==> src/spc_pkg.sv <==
// Package of the stack pop order checker: payload types, sequencer states, constants.
package spc_pkg;

    // Width of a pop value and of a stack entry
    localparam int unsigned VAL_W = 9;
    // Width of the next-value-to-push counter (can reach 512)
    localparam int unsigned NTP_W = 10;
    // Reset value of the sequence length register
    localparam logic [VAL_W-1:0] LEN_RESET = 9'd256;

    // Input transaction
    typedef struct packed {
        logic [VAL_W-1:0] pop_value;
        logic             last_in;
    } t_in_item;

    // Output transaction
    typedef struct packed {
        logic sequence_ok;
        logic is_last;
    } t_out_item;

    // Sequencer states
    typedef enum logic [2:0] {
        S_IDLE,
        S_EVAL,
        S_PUSH,
        S_CMP,
        S_DONE
    } t_state;

endpackage

==> src/spc_stack.sv <==
// Stack storage of the pop order checker: one write port, one registered read port.
module spc_stack #(
    parameter int unsigned DEPTH = 256,
    parameter int unsigned AW    = 8
) (
    input  logic                        i_clk,
    input  logic                        i_we,
    input  logic [AW-1:0]               i_waddr,
    input  logic [spc_pkg::VAL_W-1:0]   i_wdata,
    input  logic                        i_re,
    input  logic [AW-1:0]               i_raddr,
    output logic [spc_pkg::VAL_W-1:0]   o_rdata
);

    logic [spc_pkg::VAL_W-1:0] r_mem [DEPTH];
    logic [spc_pkg::VAL_W-1:0] r_rdata;

    // Write port
    always_ff @(posedge i_clk) begin
        if (i_we) begin
            r_mem[i_waddr] <= i_wdata;
        end
    end

    // Registered read port
    always_ff @(posedge i_clk) begin
        if (i_re) begin
            r_rdata <= r_mem[i_raddr];
        end
    end

    assign o_rdata = r_rdata;

endmodule
==> config.mk <==
export PLATFORM = sky130hd
export DESIGN_NAME = spc_stack
export DESIGN_NICKNAME = d
export VERILOG_FILES = /design/src/spc_pkg.sv /design/src/spc_stack.sv
export SDC_FILE = /design/constraint.sdc
export NUM_CORES = 2
export LEC_CHECK = 0
export ABC_CLOCK_PERIOD_IN_PS = 3350
export BUFFER_PORTS_ARGS = -buffer_cell sky130_fd_sc_hd__buf_2
export CAP_MARGIN = 0
export CORE_MARGIN = 5
export CORE_UTILIZATION = 30
export DETAILED_ROUTE_END_ITERATION = 7
export SLEW_MARGIN = 20
export SYNTH_ARGS = -nofsm -noshare
export SYNTH_HDL_FRONTEND = slang
export SYNTH_SLANG_ARGS = --single-unit
==> constraint.sdc <==
create_clock -name i_clk -period 3.35 [get_ports i_clk]
set_input_delay 0.67 -clock i_clk [delete_from_list [all_inputs] [get_ports i_clk]]
set_output_delay 0.67 -clock i_clk [all_outputs]
set_load 0.01 [all_outputs]
==> flow_metrics.tcl <==
set metrics [dict create \
    routedWlPerCell_um 26.5 \
    synth_most_common_cell "edfxtp_1" \
    leakage_nw 33.6 \
    async_flop_share_pct 0 \
    crit_fanout 21 \
    grt_pass1_wl_mm 339 \
    fin_util_pct 35.7 \
    p_sw_share_pct 21.6 \
    r2r_cells 6 \
    synthDistinctLibCells 56 \
    maxCapViolCount 0 \
    hold_violations 0 \
    clkPwrFrac_pct 41.5 \
    ir_drop_mv 0.588 \
    required_ps 3900 \
    portBuffers 36 \
    fp.dieArea_mm2 0.309 \
    syn_to_final_growth_pct 18.7 \
    num_io_pins 37 \
    finalClockSkew_ps 86.5 \
    period_share_pct 94.1 \
    setup_viol 0 \
    worst_slack_ps 198 \
    die_h_um 556 \
    fin_nets 4892 \
    gp_congestion 0.835 \
    coreArea_mm2 0.297 \
    dr.pass1.iters 6 \
    crit_end "o_rdata[0]" \
    grt_pass1_vias 45600 \
    r2r-end "o_rdata[0]" \
    fmax_mhz 317 \
    synth.area.top_cells "edfxtp_1 (78%), mux4_2 (12%), mux2i_1 (2.0%), a22oi_1 (1.5%), nor2_1 (1.3%)" \
    dp.cells 8573 \
    grtUsageTotal_pct 15.0 \
    syn_inst 4237 \
    ys_ff_latch 2313 \
    vias_per_cell 5.11 \
    cts_hold_buf 0 \
    slew_headroom_pct 39.5 \
    drc 0 \
    clockRootBuffer "clkbuf_16" \
    gr-total-overflow 0 \
    antenna_found_initial 19 \
    rows 200 \
    p_int_w 0.0472 \
    synth.avg_cell_area_um2 21.1 \
    initial_core_util_pct 30.1 \
    worstReg2RegStart "r_mem[208][0]" \
    yosys-top-cells-count "edfxtp_1 (2313), mux4_2 (467), nor2_1 (305), mux2i_1 (177), a22oi_1 (174)" \
    worst_setup_path_start_kind "input port" \
    crit_path_start "i_raddr[0]" \
    setup.worst_path.end_class "flop" \
    routed_wl_mm 238 \
    synth_nets 4265 \
    drive_above_1_share_pct 29.4 \
    vias 46000 \
    die_w_um 556 \
    drt_iter0_markers 5455 \
    crit_arrival_ps 3710 \
    cts.reportedPaths.clkPinSlew_ps 60 \
    ant_nets 0 \
    post_cts_buffers 0 \
    r2r_setup_slack_ps 550 \
    worst_slew_pin_slew_ps 907 \
    finalPower_w 0.0602 \
    grt_max_degree 105 \
    pwr-share-seq_pct 53.0 \
    clockBufferDepth 3 \
    cts_num_sinks 2313 \
    yosys.area.top_type_share_pct 77.7 \
    path_class "input port to flop" \
    synth_edf_count 2313 \
    combPwrFrac_pct 5.4 \
    seq_area_frac_synth_pct 77.7 \
    p_per_area_mw_per_mm2 568 \
    dp_hpwl_mm 152 \
    synth_largest_area_cell "edfxtp_1" \
    syn_area_mm2 0.0894 \
    slew_viol_final 0 \
    cts_resized 0 \
    hp-class "input port to flop" \
    dp_slack_ps -572 \
    finalCriticalPeriod_ps 3150 \
    clk-insertion-delay-late_ps 870 \
    switchingPower_w 0.0130 \
    status "finished clean" \
    synth_top_flop_cell "edfxtp_1" \
    rsz0062_at_grt "false" \
    layoutNonFillerInstCount 9004 \
    synth_warnings 0 \
    cts_buffers 228 \
    cts_max_level 4 \
    cts_tree "yes" \
]
==> sequential cells by signal (all words and copies together) (netlist names) <==
register,flops
r_mem,2304
o_rdata,9
==> kinds of logic (layout without fill, tap and decap cells) <==
group / Yosys count / after routing / share of synthesized area [%]
multiplexers: 674 / 674 / 14.3
flip-flops: 2313 / 2313 / 77.7
AND/OR/NAND/NOR: 500 / 500 / 2.50
AO/OA/AOI/OAI: 489 / 489 / 3.75
buffers and inverters: 261 / 1084 / 1.75
other: 0 / 5 / 0
==> placed cells by master (no fill, tap or decap), types with 9 or more instances in the layout <==
| cell type | instances |
|---|---|
| a211oi_1 | 26 |
| mux2_2 | 21 |
| clkinv_2 | 48 |
| clkbuf_16 | 231 |
| nand4_1 | 11 |
| nor2b_1 | 24 |
| a31oi_1 | 10 |
| buf_12 | 73 |
| o21ai_0 | 31 |
| nand3_1 | 30 |
| bufinv_16 | 19 |
| o22ai_1 | 65 |
| a221oi_1 | 11 |
| edfxtp_1 | 2313 |
| nor4_1 | 22 |
| mux2i_1 | 177 |
| buf_2 | 24 |
| nand2b_1 | 9 |
| buf_8 | 9 |
| a21oi_1 | 98 |
| o221ai_1 | 35 |
| a22oi_1 | 174 |
| mux4_2 | 467 |
| clkbuf_1 | 38 |
| mux4_1 | 9 |
| nor2_1 | 303 |
| clkinv_1 | 69 |
| buf_4 | 548 |
| clkinv_16 | 9 |
| nand2_1 | 40 |
| nor3_1 | 21 |
==> worst max-delay path, stage by stage <==
cell and delay [ps]:
buf_8 270, buf_12 290, buf_12 230, mux4_2 530
a22o_1 250, a221oi_1 720, o32ai_1 310, nor3_1 270
nor4_1 90
==> stage by stage <==
step	setup TNS (ps)	hold WS [ps]	area (µm²)
detailed placement	-3750	997	98700
global placement	-6090	992	98600
global route	0	191	106000
finish	0	244	106000
CTS	0	176	106000
floorplan	0	769	89400
==> routing by layer <==
layer / track usage [%] / routed length [µm] / vias up
met5: 0 / 55 / -
met4: 4.36 / 7060 / 8
met3: 2.80 / 18300 / 369
met2: 24.1 / 114000 / 2055
met1: 20.9 / 98500 / 24500
li1: - / - / 19100
==> power groups by stage <==
stage	combinational [W]	sequential, W	clock, W
6_report	0.00327	0.0319	0.0250
4_1_cts	0.00330	0.0319	0.0255
3_5_place_dp	0.00329	0.0326	0
3_3_place_gp	0.00325	0.0326	0
5_1_grt	0.00343	0.0319	0.0267
2_1_floorplan	0.00151	0.0326	0
==> worst min-delay path by stage <==
stage | startpoint | depth (start not counted) | slack [ps] | end
2_1_floorplan | i_wdata[0] | 0 | 770 | r_mem[0][0]
3_3_place_gp | r_mem[227][4] | 6 | 990 | o_rdata[4]
3_5_place_dp | r_mem[227][4] | 6 | 1000 | o_rdata[4]
4_1_cts | i_re | 1 | 180 | o_rdata[3]
5_1_grt | i_re | 1 | 190 | o_rdata[3]
6_report | i_re | 1 | 240 | o_rdata[1]
==> final cells by class <==
| class | count | area, µm² |
|---|---|---|
| inverter | 2 | 7.51 |
| timing repair buffer | 656 | 5860 |
| multi-input combinational | 1663 | 18400 |
| tap | 3939 | 4930 |
| clock inverter | 157 | 1450 |
| clock buffer | 269 | 5920 |
| antenna | 5 | 12.5 |
| fill | 27300 | 191000 |
| sequential | 2313 | 69500 |
Power figures use the tool's default switching activity.
